===== config.mk =====
export PLATFORM = sky130hd
export DESIGN_NAME = base64_line_wrapped_encoder_core
export DESIGN_NICKNAME = d
export VERILOG_FILES = /design/src/hdl/b64le_pkg.sv /design/src/hdl/b64le_front.sv /design/src/hdl/b64le_queue.sv /design/src/hdl/b64le_back.sv /design/src/hdl/base64_line_wrapped_encoder_core.sv
export VERILOG_INCLUDE_DIRS = /design/src /design/src/hdl
export SDC_FILE = /design/constraint.sdc
export NUM_CORES = 1
export LEC_CHECK = 0
export ABC_AREA = 1
export ABC_CLOCK_PERIOD_IN_PS = 6300
export BUFFER_PORTS_ARGS = -buffer_cell sky130_fd_sc_hd__buf_2
export CORE_ASPECT_RATIO = 0.5
export CORE_UTILIZATION = 55
export CTS_CLUSTER_SIZE = 20
export DETAILED_ROUTE_END_ITERATION = 8
export PLACE_DENSITY = 0.72
export SYNTH_ARGS = -nofsm -noshare
export SYNTH_HDL_FRONTEND = slang
export SYNTH_SLANG_ARGS = --single-unit

===== constraint.sdc =====
create_clock -name clk -period 6.3 [get_ports clk]
set_clock_uncertainty 0.15 [all_clocks]
set_input_delay 0 -clock clk [delete_from_list [all_inputs] [get_ports clk]]
set_output_delay 0 -clock clk [all_outputs]
set_load 0.01 [all_outputs]

===== src/hdl/base64_line_wrapped_encoder_core_macros.svh =====
// ============================================================================
// Base64 line-wrapped encoder assertion macros
// Shared concurrent assertion shorthands, clocked on clk and disabled in reset.
// ============================================================================
`ifndef BASE64_LINE_WRAPPED_ENCODER_CORE_MACROS_SVH
`define BASE64_LINE_WRAPPED_ENCODER_CORE_MACROS_SVH

// Same-cycle implication.
`define B64LE_ASSERT_SAME(label, ante, cons, msg) \
    label: assert property (@(posedge clk) disable iff (!rst_n) (ante) |-> (cons)) \
        else $error(msg);

// Next-cycle implication.
`define B64LE_ASSERT_NEXT(label, ante, cons, msg) \
    label: assert property (@(posedge clk) disable iff (!rst_n) (ante) |=> (cons)) \
        else $error(msg);

`endif


===== src/hdl/b64le_pkg.sv =====
// ============================================================================
// Base64 line-wrapped encoder package
// Types, constants and the alphabet lookup shared by the encoder modules.
// ============================================================================
package b64le_pkg;

    localparam int unsigned QUEUE_DEPTH_DEF = 4;

    localparam logic [6:0] LINE_LIMIT = 7'd72;
    localparam logic [6:0] GROUP_CHARS = 7'd4;

    localparam logic [7:0] CHR_CR = 8'h0d;
    localparam logic [7:0] CHR_LF = 8'h0a;
    localparam logic [7:0] CHR_PAD = 8'h3d;
    localparam logic [7:0] CHR_PLUS = 8'h2b;
    localparam logic [7:0] CHR_SLASH = 8'h2f;
    localparam logic [5:0] SEXTET_SLASH = 6'h3f;

    localparam logic OP_DATA = 1'b0;
    localparam logic OP_FLUSH = 1'b1;

    typedef logic [1:0] kind_t;
    localparam kind_t KIND_FULL = 2'd0;
    localparam kind_t KIND_PAD1 = 2'd1;
    localparam kind_t KIND_PAD2 = 2'd2;

    typedef struct packed {
        logic        crlf;
        kind_t       kind;
        logic [23:0] bits;
    } job_t;

    function automatic logic [7:0] alphabet(input logic [5:0] v);
        logic [7:0] ch;
        if (v < 6'd26)
        begin
            ch = 8'h41 + {2'b00, v};
        end
        else if (v < 6'd52)
        begin
            ch = 8'h61 + {2'b00, v - 6'd26};
        end
        else if (v < 6'd62)
        begin
            ch = 8'h30 + {2'b00, v - 6'd52};
        end
        else if (v == SEXTET_SLASH)
        begin
            ch = CHR_SLASH;
        end
        else
        begin
            ch = CHR_PLUS;
        end
        return ch;
    endfunction

endpackage


===== src/hdl/b64le_front.sv =====
// ============================================================================
// Base64 encoder front end
// Accepts bytes and flushes, tracks group and line state, and queues jobs.
// ============================================================================
module b64le_front
(
    input  logic             clk,
    input  logic             rst_n,
    input  logic             item_valid,
    output logic             item_stall,
    input  logic             opcode,
    input  logic [7:0]       data_byte,
    input  logic             queue_full,
    output logic             push,
    output b64le_pkg::job_t  job
);

    logic [1:0]  phase_reg;
    logic [1:0]  phase_next;
    logic [15:0] held_reg;
    logic [15:0] held_next;
    logic [6:0]  len_reg;
    logic [6:0]  len_next;
    logic        accept;
    logic        wrap;

    assign item_stall = queue_full;
    assign accept = item_valid && !queue_full;
    assign wrap = len_reg > b64le_pkg::LINE_LIMIT;

    always_comb
    begin
        phase_next = phase_reg;
        held_next = held_reg;
        len_next = len_reg;
        push = 1'b0;
        job.crlf = wrap;
        job.kind = b64le_pkg::KIND_FULL;
        job.bits = {held_reg, data_byte};
        if (accept)
        begin
            if (opcode == b64le_pkg::OP_DATA)
            begin
                unique case (phase_reg)
                    2'd0:
                    begin
                        held_next = {data_byte, 8'h00};
                        phase_next = 2'd1;
                    end
                    2'd1:
                    begin
                        held_next = {held_reg[15:8], data_byte};
                        phase_next = 2'd2;
                    end
                    default:
                    begin
                        phase_next = 2'd0;
                        push = 1'b1;
                        len_next = (wrap ? 7'd0 : len_reg) + b64le_pkg::GROUP_CHARS;
                    end
                endcase
            end
            else
            begin
                phase_next = 2'd0;
                held_next = 16'h0000;
                len_next = 7'd0;
                push = phase_reg != 2'd0;
                if (phase_reg == 2'd1)
                begin
                    job.kind = b64le_pkg::KIND_PAD2;
                    job.bits = {held_reg[15:8], 16'h0000};
                end
                else
                begin
                    job.kind = b64le_pkg::KIND_PAD1;
                    job.bits = {held_reg, 8'h00};
                end
            end
        end
    end

    always_ff @(posedge clk or negedge rst_n)
    begin
        if (!rst_n)
        begin
            phase_reg <= 2'd0;
            held_reg <= 16'h0000;
            len_reg <= 7'd0;
        end
        else
        begin
            phase_reg <= phase_next;
            held_reg <= held_next;
            len_reg <= len_next;
        end
    end

endmodule


===== src/hdl/b64le_queue.sv =====
// ============================================================================
// Base64 encoder job queue
// Short register FIFO that decouples the front end from the character sequencer.
// ============================================================================
`include "base64_line_wrapped_encoder_core_macros.svh"

module b64le_queue
#(
    parameter int unsigned DEPTH = b64le_pkg::QUEUE_DEPTH_DEF
)
(
    input  logic             clk,
    input  logic             rst_n,
    input  logic             push,
    input  b64le_pkg::job_t  push_job,
    input  logic             pop,
    output b64le_pkg::job_t  pop_job,
    output logic             full,
    output logic             empty
);

    localparam int unsigned PTR_W = (DEPTH > 1) ? $clog2(DEPTH) : 1;
    localparam int unsigned CNT_W = $clog2(DEPTH + 1);

    b64le_pkg::job_t  store_reg [DEPTH];
    logic [PTR_W-1:0] wr_ptr_reg;
    logic [PTR_W-1:0] wr_ptr_next;
    logic [PTR_W-1:0] rd_ptr_reg;
    logic [PTR_W-1:0] rd_ptr_next;
    logic [CNT_W-1:0] count_reg;
    logic [CNT_W-1:0] count_next;

    assign full = count_reg == CNT_W'(DEPTH);
    assign empty = count_reg == '0;
    assign pop_job = store_reg[rd_ptr_reg];

    always_comb
    begin
        wr_ptr_next = wr_ptr_reg;
        rd_ptr_next = rd_ptr_reg;
        count_next = count_reg;
        if (push)
        begin
            wr_ptr_next = (wr_ptr_reg == PTR_W'(DEPTH - 1)) ? '0 : wr_ptr_reg + 1'b1;
        end
        if (pop)
        begin
            rd_ptr_next = (rd_ptr_reg == PTR_W'(DEPTH - 1)) ? '0 : rd_ptr_reg + 1'b1;
        end
        if (push && !pop)
        begin
            count_next = count_reg + 1'b1;
        end
        else if (pop && !push)
        begin
            count_next = count_reg - 1'b1;
        end
    end

    always_ff @(posedge clk)
    begin
        if (push)
        begin
            store_reg[wr_ptr_reg] <= push_job;
        end
    end

    always_ff @(posedge clk or negedge rst_n)
    begin
        if (!rst_n)
        begin
            wr_ptr_reg <= '0;
            rd_ptr_reg <= '0;
            count_reg <= '0;
        end
        else
        begin
            wr_ptr_reg <= wr_ptr_next;
            rd_ptr_reg <= rd_ptr_next;
            count_reg <= count_next;
        end
    end

    `B64LE_ASSERT_SAME(a_pop_not_empty, pop, !empty, "queue popped while empty")
    `B64LE_ASSERT_SAME(a_count_bound, 1'b1, count_reg <= CNT_W'(DEPTH), "queue count overflow")

endmodule


===== src/hdl/b64le_back.sv =====
// ============================================================================
// Base64 encoder character sequencer
// Turns queued jobs into line breaks, alphabet characters and padding.
// ============================================================================
`include "base64_line_wrapped_encoder_core_macros.svh"

module b64le_back
(
    input  logic             clk,
    input  logic             rst_n,
    input  logic             queue_empty,
    input  b64le_pkg::job_t  queue_job,
    output logic             pop,
    output logic             char_valid,
    input  logic             char_stall,
    output logic [7:0]       out_char,
    output logic             last
);

    localparam logic [2:0] STEP_CR = 3'd0;
    localparam logic [2:0] STEP_LF = 3'd1;
    localparam logic [2:0] STEP_S0 = 3'd2;
    localparam logic [2:0] STEP_S1 = 3'd3;
    localparam logic [2:0] STEP_S2 = 3'd4;
    localparam logic [2:0] STEP_S3 = 3'd5;

    b64le_pkg::job_t cur_reg;
    b64le_pkg::job_t cur_next;
    logic            cur_valid_reg;
    logic            cur_valid_next;
    logic [2:0]      step_reg;
    logic [2:0]      step_next;
    logic            out_valid_reg;
    logic            out_valid_next;
    logic [7:0]      out_char_reg;
    logic [7:0]      out_char_next;
    logic            last_reg;
    logic            last_next;
    logic            advance;
    logic            finish;
    logic [7:0]      ch;

    assign char_valid = out_valid_reg;
    assign out_char = out_char_reg;
    assign last = last_reg;

    assign advance = cur_valid_reg && (!out_valid_reg || !char_stall);
    assign finish = advance && (step_reg == STEP_S3);
    assign pop = !queue_empty && (!cur_valid_reg || finish);

    always_comb
    begin
        unique case (step_reg)
            STEP_CR: ch = b64le_pkg::CHR_CR;
            STEP_LF: ch = b64le_pkg::CHR_LF;
            STEP_S0: ch = b64le_pkg::alphabet(cur_reg.bits[23:18]);
            STEP_S1: ch = b64le_pkg::alphabet(cur_reg.bits[17:12]);
            STEP_S2: ch = (cur_reg.kind == b64le_pkg::KIND_PAD2) ? b64le_pkg::CHR_PAD
                        : b64le_pkg::alphabet(cur_reg.bits[11:6]);
            STEP_S3: ch = (cur_reg.kind == b64le_pkg::KIND_FULL)
                        ? b64le_pkg::alphabet(cur_reg.bits[5:0]) : b64le_pkg::CHR_PAD;
            default: ch = b64le_pkg::CHR_PAD;
        endcase
    end

    always_comb
    begin
        out_valid_next = out_valid_reg && char_stall;
        out_char_next = out_char_reg;
        last_next = last_reg;
        cur_next = cur_reg;
        cur_valid_next = cur_valid_reg;
        step_next = step_reg;
        if (advance)
        begin
            out_valid_next = 1'b1;
            out_char_next = ch;
            last_next = step_reg == STEP_S3;
            step_next = step_reg + 3'd1;
        end
        if (pop)
        begin
            cur_next = queue_job;
            cur_valid_next = 1'b1;
            step_next = queue_job.crlf ? STEP_CR : STEP_S0;
        end
        else if (finish)
        begin
            cur_valid_next = 1'b0;
        end
    end

    always_ff @(posedge clk)
    begin
        cur_reg <= cur_next;
        out_char_reg <= out_char_next;
        last_reg <= last_next;
    end

    always_ff @(posedge clk or negedge rst_n)
    begin
        if (!rst_n)
        begin
            cur_valid_reg <= 1'b0;
            step_reg <= STEP_CR;
            out_valid_reg <= 1'b0;
        end
        else
        begin
            cur_valid_reg <= cur_valid_next;
            step_reg <= step_next;
            out_valid_reg <= out_valid_next;
        end
    end

    `B64LE_ASSERT_NEXT(a_cr_then_lf, out_valid_reg && out_char_reg == b64le_pkg::CHR_CR, out_valid_reg && out_char_reg == b64le_pkg::CHR_LF || out_char_reg == b64le_pkg::CHR_CR, "CR not followed by LF")
    `B64LE_ASSERT_SAME(a_last_not_break, out_valid_reg && last_reg, out_char_reg != b64le_pkg::CHR_CR && out_char_reg != b64le_pkg::CHR_LF, "last flagged on a line break")
    `B64LE_ASSERT_SAME(a_step_range, cur_valid_reg, step_reg <= STEP_S3, "sequencer step out of range")

endmodule


===== src/hdl/base64_line_wrapped_encoder_core.sv =====
// ============================================================================
// Base64 line-wrapped encoder core
// MIME Base64 encoder with CR LF line wrapping and end-of-stream padding.
// ============================================================================
// The encoder takes one byte or flush per cycle while its job queue has room
// and, while char_stall is low, sends one character per cycle on the output
// side; a completed group of three bytes yields four characters, or six when
// a CR LF line break comes first, a flush of a partial group yields four or
// six, and a flush with no held bytes yields none. The output register and
// its single character per cycle set the sustained rate. A character waiting
// at a stalled output does not stop the input side until the queue holds
// QUEUE_DEPTH groups beside the one being sent. The last flag marks the final
// character of each encoded group.
module base64_line_wrapped_encoder_core
#(
    parameter int unsigned QUEUE_DEPTH = b64le_pkg::QUEUE_DEPTH_DEF
)
(
    input  logic       clk,
    input  logic       rst_n,
    input  logic       item_valid,
    output logic       item_stall,
    input  logic       opcode,
    input  logic [7:0] data_byte,
    output logic       char_valid,
    input  logic       char_stall,
    output logic [7:0] out_char,
    output logic       last
);

    b64le_pkg::job_t push_job;
    b64le_pkg::job_t pop_job;
    logic            push;
    logic            pop;
    logic            queue_full;
    logic            queue_empty;

    b64le_front u_front
    (
        .clk        (clk),
        .rst_n      (rst_n),
        .item_valid (item_valid),
        .item_stall (item_stall),
        .opcode     (opcode),
        .data_byte  (data_byte),
        .queue_full (queue_full),
        .push       (push),
        .job        (push_job)
    );

    b64le_queue
    #(
        .DEPTH (QUEUE_DEPTH)
    )
    u_queue
    (
        .clk      (clk),
        .rst_n    (rst_n),
        .push     (push),
        .push_job (push_job),
        .pop      (pop),
        .pop_job  (pop_job),
        .full     (queue_full),
        .empty    (queue_empty)
    );

    b64le_back u_back
    (
        .clk         (clk),
        .rst_n       (rst_n),
        .queue_empty (queue_empty),
        .queue_job   (pop_job),
        .pop         (pop),
        .char_valid  (char_valid),
        .char_stall  (char_stall),
        .out_char    (out_char),
        .last        (last)
    );

endmodule


# Yosys cells after proc, flatten, opt, wreduce, memory -nomap -nowiden
# Memory sizes are Yosys's and may differ from the RTL's.
# Cells that the tools add are included.
# word_totals
ff_bits	72
romBits	0
in_bits	13
mem_bits_rw	108
mem_count	1
output_inout_bits	11
latch_bits	0
# op_classes
n_addsub	26
n_div	0
shift	0
n_mux	44
n_bitwise	0
reduce_logical	30
mul	0
n_lt_le_gt_ge	13
n_eq_ne	16
# mem_list
name	words	word_bits	read_ports	rd_ports_with_merged_regs	wr	line_no	source
u_queue.store_reg	4	27	1	0	1	b64le_queue.sv:25	b64le_pkg::job_t store_reg [DEPTH];
# op_table
op	count
$mux 8	14
$mux 26	3
$add 7x6->8 const A	8
$lt 6x6->1 const B	8
$pmux 8 s6	1
$pmux 16 s2	1
$add 6x6->7 const A	4
$eq 6x6->1 const B	4
$lt 6x5->1 const B	4
$mux 3	8
$sub 6x5->6 const B	4
$sub 6x6->6 const B	4
$mux 7	3
$mux 16	1
$reduce_bool 2->1	5
$eq 3x3->1 const B	3
$mux 1	8
$mux 2	4
$add 7x3->7 const B	1
$gt 7x7->1 const B	1
$logic_and 1x1->1	7
$logic_not 1->1	7
$add 3x1->3 const B	2
$eq 2x2->1 const B	3
15 further kinds	21

# Depth between registers and ports, before layout
# logic_depth
depth_word	9
depth_mapped	14
mapped_depth_nobuf	14

# By module
# Synthesis repeated with hierarchy kept, for this count alone.
# unflattened
cells_unflattened	1015
hier_area_um2	9651.8
# by_module_without_submodules
module	cells_per_inst	area_each_um2	instances	seq_area_each_um2
b64le_queue	365	4738.3	1	3418.3
b64le_back	488	3684.8	1	1176.1
b64le_front	162	1228.7	1	575.6

# Worst setup path before layout
# OpenSTA, ideal clock, no wires.
# synth_timing
path_kind	flip-flop to flip-flop
from	reg u_queue.count_reg[2]
to	mem u_queue.store_reg[0][0] (netlist bit), enable pin
setup_time_ns	0.411
t_arrival_ns	2.208
setup_slack_ns	3.531
period_less_slack_ns	2.769
path_stages_with_launch	8
required_ns	5.739
path_cell_list	dfrtp_1 -> inv_1 -> nor3_4 -> nor2_8 -> o21ai_1 -> nor2_2 -> inv_1 -> nor2_1
# synth_between
elab_chain_cells	6
# synth_rtl
element	line_no	source
start, declared	b64le_queue.sv:30	logic [CNT_W-1:0] count_reg;
start signal, assigned	b64le_queue.sv:80	count_reg <= count_next;
$eq 3x3->1	b64le_queue.sv:33	assign full = count_reg == CNT_W'(DEPTH);
named net item_stall	base64_line_wrapped_encoder_core.sv:22	output logic item_stall,
$logic_not 1->1	b64le_front.sv:28	assign accept = item_valid && !queue_full;
$logic_and 1x1->1	b64le_front.sv:28	
$mux 1	b64le_front.sv:40	if (accept)
named net push	base64_line_wrapped_encoder_core.sv:33	logic push;
$mux 1	b64le_queue.sv:62	if (push)
$mux 1 (not written as such)	b64le_queue.sv:64	store_reg[wr_ptr_reg] <= push_job;
end, declared	b64le_queue.sv:25	
# The timed path passes the listed nets, and every way through them passes these cells.

==> flow_summary.toml <==
[placement]
place_ws_ns = 3.46
placed_area_mm2 = 0.00949
post-dp-hpwl_um = 13800
place_inst = 1167
gp_congestion = 0.878
io_buffers = 23

[logic_synthesis]
yosys_most_used_dff = "edfxtp_1"
yosysTopAreaCell = "edfxtp_1"
synth_edf_count = 143
yosysSeqAreaShare = 0.565
synth-seq-cells = 178
syn_area_per_cell_um2 = 9.73
yosysWarningCount = 0
syn_area_mm2 = 0.00915
ys_async_sr_fraction = 0.197
yosys.cell_types.count = 37
syn_nets = 1002
synth_top_area_share = 0.470
netlist_instances = 940
synth.area.top_cells = "edfxtp_1, dfrtp_1, nand2_1"

[clock_tree]
post_cts_buffers = 0
cts.sinks = 178
clkTransAtPathRegs_ns = 0.07
cts_resized = 0
cts_tree = "yes"
cts-buffers-inserted = 17
cts_max_level = 4
worstSkewPairLatency_ns = 0.44
clock_path_buffers = 2
clock-root-buffer = "clkbuf_16"

[grt]
grt_usage = 0.257
grt_pass1_vias = 6371
grt_start_max_net_pins = 57
grt_pass1_wl_um = 33200
gr-total-overflow = 0
antenna_found_initial = 0

[pwr]
p_leak_nw = 4.29
total_power_mw = 4.04
ir_drop_v = 0.000251
p_per_area_mw_per_mm2 = 394

[final_layout]
final_nets = 1043
synthToLayoutAreaGrowth_pct = 12.3
final_common_cell = "nand2_1"
n_antenna_cell = 0
drive_above_1_share = 0.0845
fin_cells = 1215
nFillCells = 1247
final_area_mm2 = 0.0103
largest_reg_flops = 108
final_cell_mix = "nand2_1, edfxtp_1, nor2_1"

[route]
finalWirelength_um = 20500
routed_via_density = 5.56
via_count = 6754
drc = 0
final_antenna_net_count = 0
drt-pass1-iter-count = 5
drt-initial-drc-count = 617
wl_per_cell_um = 16.9

[critical_path]
crit_family = "buffers and inverters"
critPathLaunchType = "register"
worst-path-buf-inv = 3
cp_max_fo = 56
worstPathRequired_ns = 6.32
critPathKind = "reg2reg"
path_cells = "buf_4 -> clkinv_1 -> buf_4 -> o21ai_0 -> o22ai_1"
critical_path_arrival_ns = 2.95
crit_top_cell = "buf_4"
end_kind = "register"
cp_slowest_cell = "clkinv_1"
cpPeakStageDelay_ns = 0.82

[timing]
grt_setup_unrepaired = "no"
slew_violations = 0
fin_crit_ns = 2.93
period_share = 0.465
slew_headroom = 0.379
hold_viol = 0
layout_setup_ws_ns = 3.37
finalSetupTns_ns = 0
clock.fmax_ghz = 0.341
setup_viol = 0
worst_slew_pin_slew_ns = 0.929

[floorplanning]
num_io_pins = 24
die_x_um = 184
fp.dieH_um = 93.2
row_count = 32
core_area_mm2 = 0.0158
die-area_mm2 = 0.0172
initial_utilization = 0.578

[min_path]
hp-class = "in2async"

[status]
status = "complete, no violations"

[job]
maxCapViolations = 0
==> cell families after synthesis <==
logic type	after synthesis	share of synthesized area
flops	178	0.565
mux	1	0.00123
xor+xnor	25	0.0239
buf+inv	133	0.0571
fa+ha+maj	49	0.0679
compound gates	167	0.103
simple gates	387	0.182
==> path summary, 6_finish.rpt <==
path	start	end	slack (ns)	cells after the start
max	u_queue.rd_ptr_reg[0]	u_back.cur_reg[8]	3.37	5
min	rst_n	u_front.held_reg[3]	0.06	2
max reg2reg	u_queue.rd_ptr_reg[0]	u_back.cur_reg[8]	3.37	5
min reg2reg	u_back.cur_valid_reg	u_back.char_valid	0.34	2
max in group asynchronous	rst_n	u_back.char_valid	5.41	2
min in group clk	char_stall	u_back.char_valid	0.21	4
==> where the power goes <==
group | internal [mW] | switching, mW
sequential | 1.55 | 0.140
clock | 0.604 | 0.497
combinational | 0.404 | 0.841
total | 2.56 | 1.48
==> timing repair <==
item / in CTS / in global routing
endpoints found under the hold margin: 94 / 0
endpoints found under the setup margin: 0 / 0
hold buffers: 16 / 0
==> synthesized netlist by cell type (9+ instances only) <==
| library cell | count |
|---|---|
| ha_1 | 48 |
| nand4_1 | 9 |
| o21ai_0 | 96 |
| nand3_1 | 42 |
| edfxtp_1 | 143 |
| dfrtp_1 | 35 |
| nand2_1 | 181 |
| xor2_1 | 21 |
| o31ai_1 | 9 |
| o22ai_1 | 37 |
| nor2_1 | 129 |
| inv_1 | 106 |
| clkbuf_1 | 17 |
==> worst reg2reg max path, delay by kind of cell (launching register included) <==
family          cells  cell delay, ns
compound gates      2            0.37
buf+inv             3            1.83
flops               1            0.33
==> layout make-up <==
type,instances,area (um^2),share of cell area
well taps,221,277,0.0269
flip-flops and latches,178,5170,0.503
repair buffers,45,320,0.0312
clock buffers,17,425,0.0414
clock inverters,15,193,0.0188
inverters,110,415,0.0405
multi-input cells,629,3470,0.338
==> layer usage <==
metal  global-route usage  vias up  wire, um
met2                0.390      248      9060
met5                    0        -         0
met3               0.0572       12      1380
met4               0.0597        0       129
met1                0.377     3225      9970
li1                     -     3269         -
==> per-stage QoR <==
stage                util  hold slack [ns]
finish              0.649           0.0562
global route        0.649            0.133
CTS                 0.649           0.0667
detailed placement  0.600         -0.00782
global placement    0.600          -0.0196
floorplan               -           -0.446
Note: power is estimated with default switching activity, not from simulation.
